**config.mk**
```make
export PLATFORM = sky130hd
export DESIGN_NAME = rau_mul
export DESIGN_NICKNAME = d
export VERILOG_FILES = /design/src/design/rau_mul.sv
export SDC_FILE = /design/constraint.sdc
export NUM_CORES = 2
export LEC_CHECK = 0
export ABC_AREA = 0
export BUFFER_PORTS_ARGS = -buffer_cell sky130_fd_sc_hd__buf_2
export CORE_UTILIZATION = 29
export DETAILED_ROUTE_END_ITERATION = 10
export PLACE_DENSITY_LB_ADDON = 0.05
export SETUP_SLACK_MARGIN = 0.05
export SLEW_MARGIN = 10
export SYNTH_ARGS = -nofsm -noshare
export SYNTH_HDL_FRONTEND = slang
export SYNTH_SLANG_ARGS = --single-unit
```
**constraint.sdc**
```tcl
create_clock -name clk_i -period 8.3 [get_ports clk_i]
set_input_delay 0.415 -clock clk_i [delete_from_list [all_inputs] [get_ports clk_i]]
set_output_delay 0.415 -clock clk_i [all_outputs]
set_load 0.02 [all_outputs]
```
**src/design/rau_mul.sv**
```systemverilog
// Shared 32x32 unsigned multiplier with registered product.
// Does not depend on rau_pkg.
module rau_mul (
  input  logic        clk_i,
  input  logic [31:0] x_i,
  input  logic [31:0] y_i,
  output logic [63:0] p_o
);
  logic [63:0] p_q;
  always_ff @(posedge clk_i) begin
    p_q <= {32'd0, x_i} * {32'd0, y_i};
  end
  assign p_o = p_q;
endmodule

```
# Yosys cells after proc, flatten, opt, wreduce, memory -nomap -nowiden
# Index checks and enable logic that the tools add are counted.
[classes]
n_mul = 1
[ops]
columns = ["operator", "count"]
rows = [
  ["$mul 32x32->64", 1],
]
[totals]
regBits = 64
inputBits = 65
out_inout_bits = 64
word_cells = 2

# Longest topological paths before layout
[depth]
word_depth = 1
ltp_mapped = 29
depth_no_buf = 27

# Least setup slack after synthesis
# No wires, ideal clock.
[synth_path]
path_type = "input to register"
start = "input x_i[25]"
end = "register p_q[62], in the netlist p_o[62]"
setup_time_ns = 0.072
arrival_ns = 7.096
path_slack_ns = 1.132
path_stages = 25
path_buffers = 2
path_cell_list = "clkbuf_1 > nand2_1 > fa_1 > inv_1 > fa_1 > inv_1 > fa_1 > inv_1 > fa_1 > fa_1 > fa_1 > fa_1 > inv_1 > fa_1 > inv_1 > ha_1 > buf_2 > nand4_1 > or4_1 > or3_1 > a31oi_1 > a31o_2 > a211oi_1 > o21ai_1 > xor2_1"
[synth_between]
elab_chain_len = 1
[synth_lines]
columns = ["element", "line", "rtl"]
rows = [
  ["start, declared", "5", "input logic [31:0] x_i,"],
  ["$mul 32x32->64", "11", "p_q <= {32'd0, x_i} * {32'd0, y_i};"],
  ["end signal, assigned", "11", ""],
  ["end, declared", "9", "logic [63:0] p_q;"],
]
# Every way passes these cells.

# Worst setup path in the final report
[layout_path]
start = "input y_i[8]"
end = "register p_q[63], in the netlist p_o[63]"
[layout_between]
elab_chain_len = 1
[layout_lines]
columns = ["element", "line", "rtl"]
rows = [
  ["start, declared", "6", "input logic [31:0] y_i,"],
  ["$mul 32x32->64", "11", ""],
]
# Every way passes these cells.

==> impl_results.md <==
- Top FF cell, synth: dfxtp_1
- Max_cap viols: 0
- Clock root cell: clkbuf_16
- 1st-pass router iterations: 5
- Layout net count: 5017
- Max reg flops: 64
- Sequential share of the synthesized area: 3.69%
- Post-synth top area cell: fa_1
- Worst hold slack: 801 ps
- Max Transition Viols Final: 0
- Worst-Margin Slew: 670 ps
- Initial DRC Count: 816
- Period utilization: 93.9%
- Die footprint: 121000 um2
- Num rows: 126
- Reg clk slew, reported paths: 60 ps
- Critical Path Fanout Max: 20
- Initial antenna violation count: 14
- Share of flip-flops with an asynchronous set or reset: 0%
- Synthesized cell area: 34700 um2
- Largest net degree at the start of global routing: 33
- Worst path bufs/invs: 8
- Crit-path most repeated cell: fa_1
- WP data required: 8590 ps
- Core area: 118000 um2
- Gate count after technology mapping: 3748
- Post-route DRC: 0
- Fmax: 128 MHz
- Initial Utilization: 29.3%
- Final setup TNS: 0 ps
- Min Clock Period, post-route: 7790 ps
- Startpoint Class: primary input
- DR WL/cell: 21.5 um
- Number of nets with antenna violations after routing: 0
- Worst Path Arrival: 8080 ps
- # IOs: 129
- Post-Route WL: 115000 um
- Die W: 348 um
- H-tree depth: 3
- Most area-consuming cells after synthesis: fa_1, and2_1, ha_1, inv_1, nand2_1
- Critical path class: in -> reg
- Status: complete, no violations
- Worst path top cell family by delay: adder cells
- Deepest clock path buffer count: 2
- Final HPWL DP: 101000 um
- Worst hold start: y_i[0]
- Number of flops mapped to enable cells by yosys: 0
- Grt ovf: 0
- CTS Buf Count: 9
- Number of synthesized register bits: 64
- Synth warn: 0
- Crit path largest cell delay: 550 ps
- Setup violations, final: 0
- Gr usage total: 19.6%
- CTS Sinks: 64
- Area Growth Syn to Fin: 9.07%
- Placer Congestion: 0.821
- Vias in the first global route: 27439
- Share of the synthesized area in the top cell type: 51.7%
- Worst Hold End: p_o[0]$_DFF_P_
- Total number of vias: 24183
- Post-CTS Resized: 0
- Syn avg cell area: 9.25 um2
- CTS Hold Bufs: 0
- CP max stage cell: fa_1
- Net Count, Synth: 4972
- Path category of the worst min-delay check: in -> reg
- PortBufs: 128
- Fillers: 12667
- Final Hold Vio Count: 0
- Crit. End Element: register
- RSZ-0062 raised after global routing: false
- Post-CTS Setup Inserts: 0
- Global-route wire length before repair: 176000 um
- Die H: 348 um
- Layout cells sized above 1: 7.56%
- Mean number of vias per cell: 4.53
- Post-synthesis cell type count: 57
- Cell count of the worst hold path: 3
- CTS tree: done
- Max_slew headroom: 55.3%
-- Yosys cell counts (all sizes together), types with 11 or more instances --
| master | count |
|---|---|
| a21o | 40 |
| a21oi | 66 |
| a31oi | 12 |
| and2 | 602 |
| and3 | 14 |
| clkbuf | 213 |
| dfxtp | 64 |
| fa | 896 |
| ha | 263 |
| inv | 865 |
| nand2 | 480 |
| nand4 | 23 |
| nor2 | 20 |
| o21ai | 26 |
| o21bai | 11 |
| xnor2 | 35 |
| xor2 | 25 |
-- cell type report --
class                      instances  area [um2]  share of cell area [%]
timing repair buffer             254        1700                    4.49
sequential                        64        1280                    3.39
clock inverter                     6         115                   0.304
tap                             1536        1920                    5.08
antenna                            2        5.00                  0.0132
inverter                         865        3250                    8.58
multi-input combinational       2599       29300                    77.5
clock buffer                      10         239                   0.632
-- how the worst max path moves through the flow --
stage	slack, ps	depth (start not counted)	endpoint	start
2_1_floorplan	1130	25	p_o[62]$_DFF_P_	x_i[25]
3_3_place_gp	140	27	p_o[63]$_DFF_P_	x_i[7]
3_5_place_dp	110	27	p_o[63]$_DFF_P_	x_i[7]
4_1_cts	450	27	p_o[63]$_DFF_P_	x_i[7]
5_1_grt	210	27	p_o[63]$_DFF_P_	x_i[7]
6_report	510	27	p_o[63]$_DFF_P_	y_i[8]
-- cells by family after synthesis --
logic type,share of synthesized area (%)
AOI/OAI and AO/OA,4.15
xor gates and xnor gates,1.52
adders and majority gates,61.2
buffers and inverters,11.8
DFF,3.69
muxes,0.0289
and+or+nand+nor,17.6
-- per-layer routing --
metal / wire (um) / up-vias / share of wire (%) / global-route usage [%]
met1: 43900 / 12939 / 38 / 22.3
met4: 1210 / 8 / 1.1 / 1.74
met3: 1940 / 62 / 1.7 / 1.34
met2: 67800 / 252 / 59 / 40.3
met5: 47 / - / 0.041 / 0
li1: - / 10922 / - / -
-- cells in the final DEF (no fill, tap or decap), drive strengths merged, types with 3 or more instances in the layout --
cell | synthesis | final
fa | 896 | 896
inv | 865 | 866
and2 | 602 | 602
nand2 | 480 | 480
ha | 263 | 263
buf | 7 | 254
a21oi | 66 | 66
dfxtp | 64 | 64
a21o | 40 | 40
xnor2 | 35 | 35
o21ai | 26 | 26
xor2 | 25 | 25
nand4 | 23 | 23
nor2 | 20 | 20
and3 | 14 | 14
a31oi | 12 | 12
o21bai | 11 | 11
nand3 | 10 | 10
clkbuf | 213 | 10
o21a | 9 | 9
nor3 | 7 | 7
o31ai | 5 | 5
a221o | 4 | 4
a221oi | 4 | 4
a211oi | 3 | 3
or3 | 3 | 3
o221ai | 3 | 3
or2 | 3 | 3
or4 | 3 | 3
and4 | 3 | 3
a21boi | 3 | 3
bufinv | 0 | 3
-- stage by stage --
step	cell area, um2	util [%]	std cells	setup slack (ps)
detailed placement	37500	31.7	5318	108
floorplan	34700	-	3748	1130
CTS	37800	32.0	5334	450
global route	37800	32.0	5334	206
finish	37800	32.0	5336	510
global placement	37500	31.7	5318	142
Power is left out: the tool's default activity adds up to more than one toggle a clock period on the data nets, which glitch-free logic cannot reach.
