===== config.mk =====
export PLATFORM = sky130hd
export DESIGN_NAME = rau_div
export DESIGN_NICKNAME = d
export VERILOG_FILES = /design/src/design/rau_pkg.sv /design/src/design/rau_div.sv
export SDC_FILE = /design/constraint.sdc
export NUM_CORES = 1
export LEC_CHECK = 0
export BUFFER_PORTS_ARGS = -buffer_cell sky130_fd_sc_hd__clkbuf_2
export CORE_ASPECT_RATIO = 1.75
export CORE_MARGIN = 1
export CORE_UTILIZATION = 40
export DETAILED_ROUTE_END_ITERATION = 16
export PLACE_DENSITY = 0.63
export SKIP_LAST_GASP = 1
export SYNTH_ARGS = -nofsm -noshare
export SYNTH_HDL_FRONTEND = slang
export SYNTH_SLANG_ARGS = --single-unit

===== constraint.sdc =====
create_clock -name clk_i -period 6.85 [get_ports clk_i]
set_input_delay 1.7125 -clock clk_i [delete_from_list [all_inputs] [get_ports clk_i]]
set_output_delay 1.7125 -clock clk_i [all_outputs]
set_load 0.005 [all_outputs]

===== src/design/rau_pkg.sv =====
// Package for the rational arithmetic unit: payload structs, opcodes, status codes,
// sequencer states. No dependencies.
package rau_pkg;

  typedef enum logic [2:0] {
    OP_ADD = 3'd0,
    OP_SUB = 3'd1,
    OP_MUL = 3'd2,
    OP_DIV = 3'd3,
    OP_LT  = 3'd4
  } op_e;

  typedef enum logic [1:0] {
    ST_OK       = 2'd0,
    ST_ZERO_DEN = 2'd1,
    ST_DIV_ZERO = 2'd2,
    ST_OVERFLOW = 2'd3
  } status_e;

  typedef struct packed {
    logic [2:0]         operation;
    logic signed [31:0] a_num;
    logic signed [31:0] a_den;
    logic signed [31:0] b_num;
    logic signed [31:0] b_den;
  } rau_in_t;

  typedef struct packed {
    logic [1:0]         status;
    logic signed [31:0] res_num;
    logic [30:0]        res_den;
    logic               is_less;
  } rau_out_t;

  typedef enum logic [3:0] {
    S_IDLE,
    S_MUL1,
    S_MUL2,
    S_MUL3,
    S_CROSS,
    S_G_SHIFT,
    S_G_ODDX,
    S_G_ODDY,
    S_G_SUB,
    S_DIV_N,
    S_DIV_D,
    S_FIN,
    S_OUT
  } state_e;

  // Per-step control and status from the shared divider back to the sequencer.
  typedef struct packed {
    logic start;
    logic busy;
  } div_ctl_t;

endpackage


===== src/design/rau_div.sv =====
// Restoring bit-serial 64-bit divider, one quotient bit per cycle.
// Depends on rau_pkg for div_ctl_t.
module rau_div
  import rau_pkg::*;
(
  input  logic        clk_i,
  input  logic        rst_ni,
  input  logic        start_i,
  input  logic [63:0] dvd_i,
  input  logic [63:0] dvs_i,
  output div_ctl_t    ctl_o,
  output logic [63:0] quo_o
);
  logic [63:0] quo_q, quo_d, rem_q, rem_d, dvs_q, dvs_d;
  logic [6:0]  cnt_q, cnt_d;
  logic [64:0] trial;

  always_comb begin
    quo_d = quo_q;
    rem_d = rem_q;
    dvs_d = dvs_q;
    cnt_d = cnt_q;
    trial = '0;
    if (start_i) begin
      quo_d = dvd_i;
      rem_d = '0;
      dvs_d = dvs_i;
      cnt_d = 7'd64;
    end else if (cnt_q != 7'd0) begin
      trial = {rem_q, quo_q[63]} - {1'b0, dvs_q};
      if (!trial[64]) begin
        rem_d = trial[63:0];
        quo_d = {quo_q[62:0], 1'b1};
      end else begin
        rem_d = {rem_q[62:0], quo_q[63]};
        quo_d = {quo_q[62:0], 1'b0};
      end
      cnt_d = cnt_q - 7'd1;
    end
  end

  always_ff @(posedge clk_i or negedge rst_ni) begin
    if (!rst_ni) begin
      cnt_q <= '0;
    end else begin
      cnt_q <= cnt_d;
    end
  end

  always_ff @(posedge clk_i) begin
    quo_q <= quo_d;
    rem_q <= rem_d;
    dvs_q <= dvs_d;
  end

  // Busy only while bits remain; the quotient is final once the count is zero.
  assign ctl_o.start = start_i;
  assign ctl_o.busy  = (cnt_q != 7'd0);
  assign quo_o       = quo_q;
endmodule


# Yosys cells after proc, flatten, opt, wreduce, memory -nomap -nowiden
# Cells that the tools add are included.
totals:
  register_bits: 199
  inputBits: 131
  elab_cells: 14
classes:
  add_sub_neg: 2
  muxes: 6
  reduce_logical: 2
ops:
  columns: ["op", "n"]
  rows:
  - ["$mux W64", 3]
  - ["$sub A65 B64 Y65", 1]
  - ["$mux W7", 2]
  - ["$reduce_bool A7 Y1", 1]
  - ["$sub A7 B1 Y7 const B", 1]
  - ["$reduce_bool A2 Y1", 1]
  - ["$mux W1", 1]

# Longest topological paths before layout
logic_depth:
  ltp_word: 4
  depth_mapped: 14
  depth_no_buf: 13

# Worst setup path after synthesis
# Ideal clock, no wire load.
synth_path:
  path_kind: "input to register"
  startpoint: "input port start_i"
  endpoint: "register quo_q[0], in the netlist quo_o[0] (enable)"
  setup_ps: 418
  arrival_time_ps: 3824
  path_slack_ps: 2608
  cell_stages: 5
  n_path_buf: 3
  cell_sequence: "clkbuf_1 -> clkbuf_1 -> clkbuf_1 -> nor2_1 -> inv_1"
synth_via:
  elab_chain_len: 1
synth_rtl:
  columns: ["element", "line_no", "rtl"]
  rows:
  - ["start: declaration", "rau_div.sv:8", "input logic start_i,"]
  - ["$reduce_bool A2 Y1 (no line)", null, null]
  - ["end signal: assignment", "rau_div.sv:51", "quo_q <= quo_d;"]
  - ["end: declaration", "rau_div.sv:14", "logic [63:0] quo_q, quo_d, rem_q, rem_d, dvs_q, dvs_d;"]
# No other way between the ends.
# A chain may end at the register's enable or synchronous reset.

==> flow_summary.toml <==
[power_and_ir_drop]
finalPower_mw = 5.09
switching_share_pct = 40.1
seq_power_share_pct = 34.7
internal_power_mw = 3.05
p_leak_nw = 5.95
switching_power_mw = 2.04
p_per_area_nw_per_um2 = 373
p_comb_share_pct = 44.2
ir_drop_mv = 0.197
pwr-share-clk_pct = 21.2

[floorplanning]
pin_count = 197
die_h_um = 229
die_x_um = 132
dieArea_um2 = 30200
start_util_pct = 40.9
core_area_um2 = 28800
rows = 82

[grt]
grt_use_total_pct = 20.6
grt_start_max_net_pins = 75
grt_pass1_vias = 9914
grt-ovfl-total = 0
antenna_found_initial = 0
grt_pass1_wl_um = 48800

[logic_synthesis]
synth_nets = 1394
synth_area_um2 = 11800
avgSynthCellArea_um2 = 9.84
yosysSeqAreaShare_pct = 45.0
ys_seq_elements = 199
synth_edf_count = 128
postSynth.asyncResetShare_pct = 3.52
ys_warn_count = 0
synth_ff_type = "edfxtp_1"
synth_cell_type_count = 70
synth_cells = 1197

[timing]
timing.final.crit_share_pct = 62.6
maxSlewViolCount = 0
rsz0062_at_grt = "no"
fin_skew_ps = 13.2
tns_ps = 0
hold_violations = 0
fin_crit_ps = 4290
fmax_mhz = 233
setup_viol = 0
tightestPinTransition_ps = 1010
slew_headroom_pct = 32.3
whs_ps = 496

[route]
viasPerCell = 5.45
first_iter_violations = 368
route.vias.total = 9548
drt-total-wl_um = 30400
route.detailed.drc = 0
wl_per_cell_um = 17.3
ant_nets = 0
first_pass_iters = 5

[worst_setup_path]
crit_type = "reg -> out"
r2r_start = "quo_o[63]"
rr_worst_depth = 14
required_ps = 5140
critPathMaxFanout = 21
setup.worst_path.end_class = "output pin"
regToRegSetupSlack_ps = 2700
crit_arrival_ps = 2570
crit_path_start_kind = "flop"
startpoint = "cnt_q[0]"
r2r_end = "rem_q[3]"

[finish]
layout_commonest_cell = "clkbuf_2"
drive_above_1_share_pct = 23.5
antennaDiodeCount = 0
layout_common_cells = "195 x clkbuf_2, 142 x nand2_1, 128 x edfxtp_1"
nets = 1558
synthToLayoutAreaGrowth_pct = 15.8

[min_path]
min_from = "rem_q[30]"
hold_path.class = "reg -> reg"
whs_path_depth = 2
min_delay_worst_endpoint = "rem_q[31]"

[clocking]
cts_sinks = 199
cts_buffer_depth = 2
clk_latency_ps = 460
cts_setup_buffers = 0
clk_pin_slew_ps = 80
cts_resized = 0
hold_buffers = 0
htreeDepth = 4
cts_tree = "built"
cts_buffers = 17
clockRootBuffer = "clkbuf_16"

[status]
outcome = "finished clean"

[flow_run]
maxCapViolations = 0

[placed_design]
gp_congestion = 0.878
dp_hpwl_um = 22700
io_buffers = 196
-- worst max path at each step --
stage                     to  slack [ps]  cells after the start
floorplan           quo_o[0]        2610                      5
global placement    ctl_o[1]        2690                      2
detailed placement  rem_q[3]        2640                     14
CTS                 ctl_o[0]        2510                      8
global route        ctl_o[0]        2360                      8
finish              ctl_o[0]        2560                      8
-- flip-flops by register name (all words and copies together) (netlist names) --
signal  cells
cnt_q       7
dvs_q      64
quo_o      64
rem_q      64
-- cell usage after synthesis (3+ instances only) --
cell	n	area [um2]
o211ai_1	6	45.0
and2_1	17	106
o21ai_1	3	15.0
nand3_1	20	100
nand2_1	142	533
and3_1	5	31.3
nor2_1	99	372
clkbuf_1	40	150
o21ai_0	40	200
or4_1	3	22.5
dfrtp_1	7	175
and4_1	3	26.3
a21o_1	35	263
nor2b_1	6	37.5
buf_6	5	56.3
a41oi_1	3	26.3
nand4_1	16	100
nor3_1	14	70.1
xor2_1	21	184
edfxtp_1	128	3840
a21oi_2	4	35.0
buf_2	11	55.1
inv_1	81	304
ha_1	65	813
xnor2_1	36	315
or3_1	3	18.8
a21oi_1	75	375
mux2_2	63	709
o21bai_1	18	135
a221oi_1	4	35.0
o31ai_1	8	60.1
o21a_1	5	37.5
nand2b_1	15	93.8
mux2i_1	3	30.0
o22ai_1	9	56.3
a31oi_1	16	100
dfxtp_1	64	1280
a211oi_1	8	60.1
nor4_1	9	56.3
o2111ai_1	4	35.0
a311oi_1	45	394
-- critical path, cell delays in order (launching register included) --
cell and delay, ps:
dfrtp_1 380, inv_1 90, ha_1 170, nand2b_1 100
or4_1 450, nor2_2 310, buf_4 370, clkinv_2 110
clkbuf_2 120
-- stage by stage --
| stage | setup slack [ps] | instance area, um2 | utilization, % | std cells |
|---|---|---|---|---|
| after floorplan | 2610 | 11800 | - | 1197 |
| after global placement | 2690 | 13000 | 45.2 | 1720 |
| after detailed placement | 2640 | 13000 | 45.2 | 1720 |
| after CTS | 2510 | 13600 | 47.3 | 1752 |
| after global routing | 2360 | 13600 | 47.3 | 1752 |
| final | 2560 | 13600 | 47.3 | 1752 |
-- area by class of cell --
class,instances,area (um2)
tap,378,473
clock buffer,18,429
multi-input combinational,857,5900
fill,2748,15200
sequential,199,5300
clock inverter,14,193
inverter,82,309
timing repair buffer,204,1050
-- per-layer routing --
layer / vias up / part of all wire (%) / wire length (um) / GRT usage, %
met2: 297 / 54 / 16300 / 38.8
met3: 65 / 4.9 / 1490 / 4.69
met4: 0 / 3.9 / 1190 / 10.9
li1: 4691 / - / - / -
met1: 4495 / 38 / 11400 / 20.7
met5: - / 0 / 0 / 0
-- power by group through the flow --
stage / combinational [mW] / sequential [mW] / clock, mW
2_1_floorplan: 1.71 / 1.74 / 0
3_3_place_gp: 2.22 / 1.78 / 0
3_5_place_dp: 2.25 / 1.79 / 0
4_1_cts: 2.26 / 1.77 / 1.10
5_1_grt: 2.51 / 1.80 / 1.14
6_report: 2.25 / 1.76 / 1.08
-- cells by family (layout without fill, tap and decap cells) --
| family | after synthesis | in the layout | share of synthesized area [%] |
|---|---|---|---|
| compound gates | 302 | 302 | 17.6 |
| mux | 66 | 66 | 6.28 |
| buf+inv | 141 | 318 | 4.99 |
| fa+ha+maj | 66 | 66 | 7.07 |
| xor+xnor | 59 | 59 | 4.70 |
| flops | 199 | 199 | 45.0 |
| simple gates | 364 | 364 | 14.3 |
(Power assumes the default switching activity.)
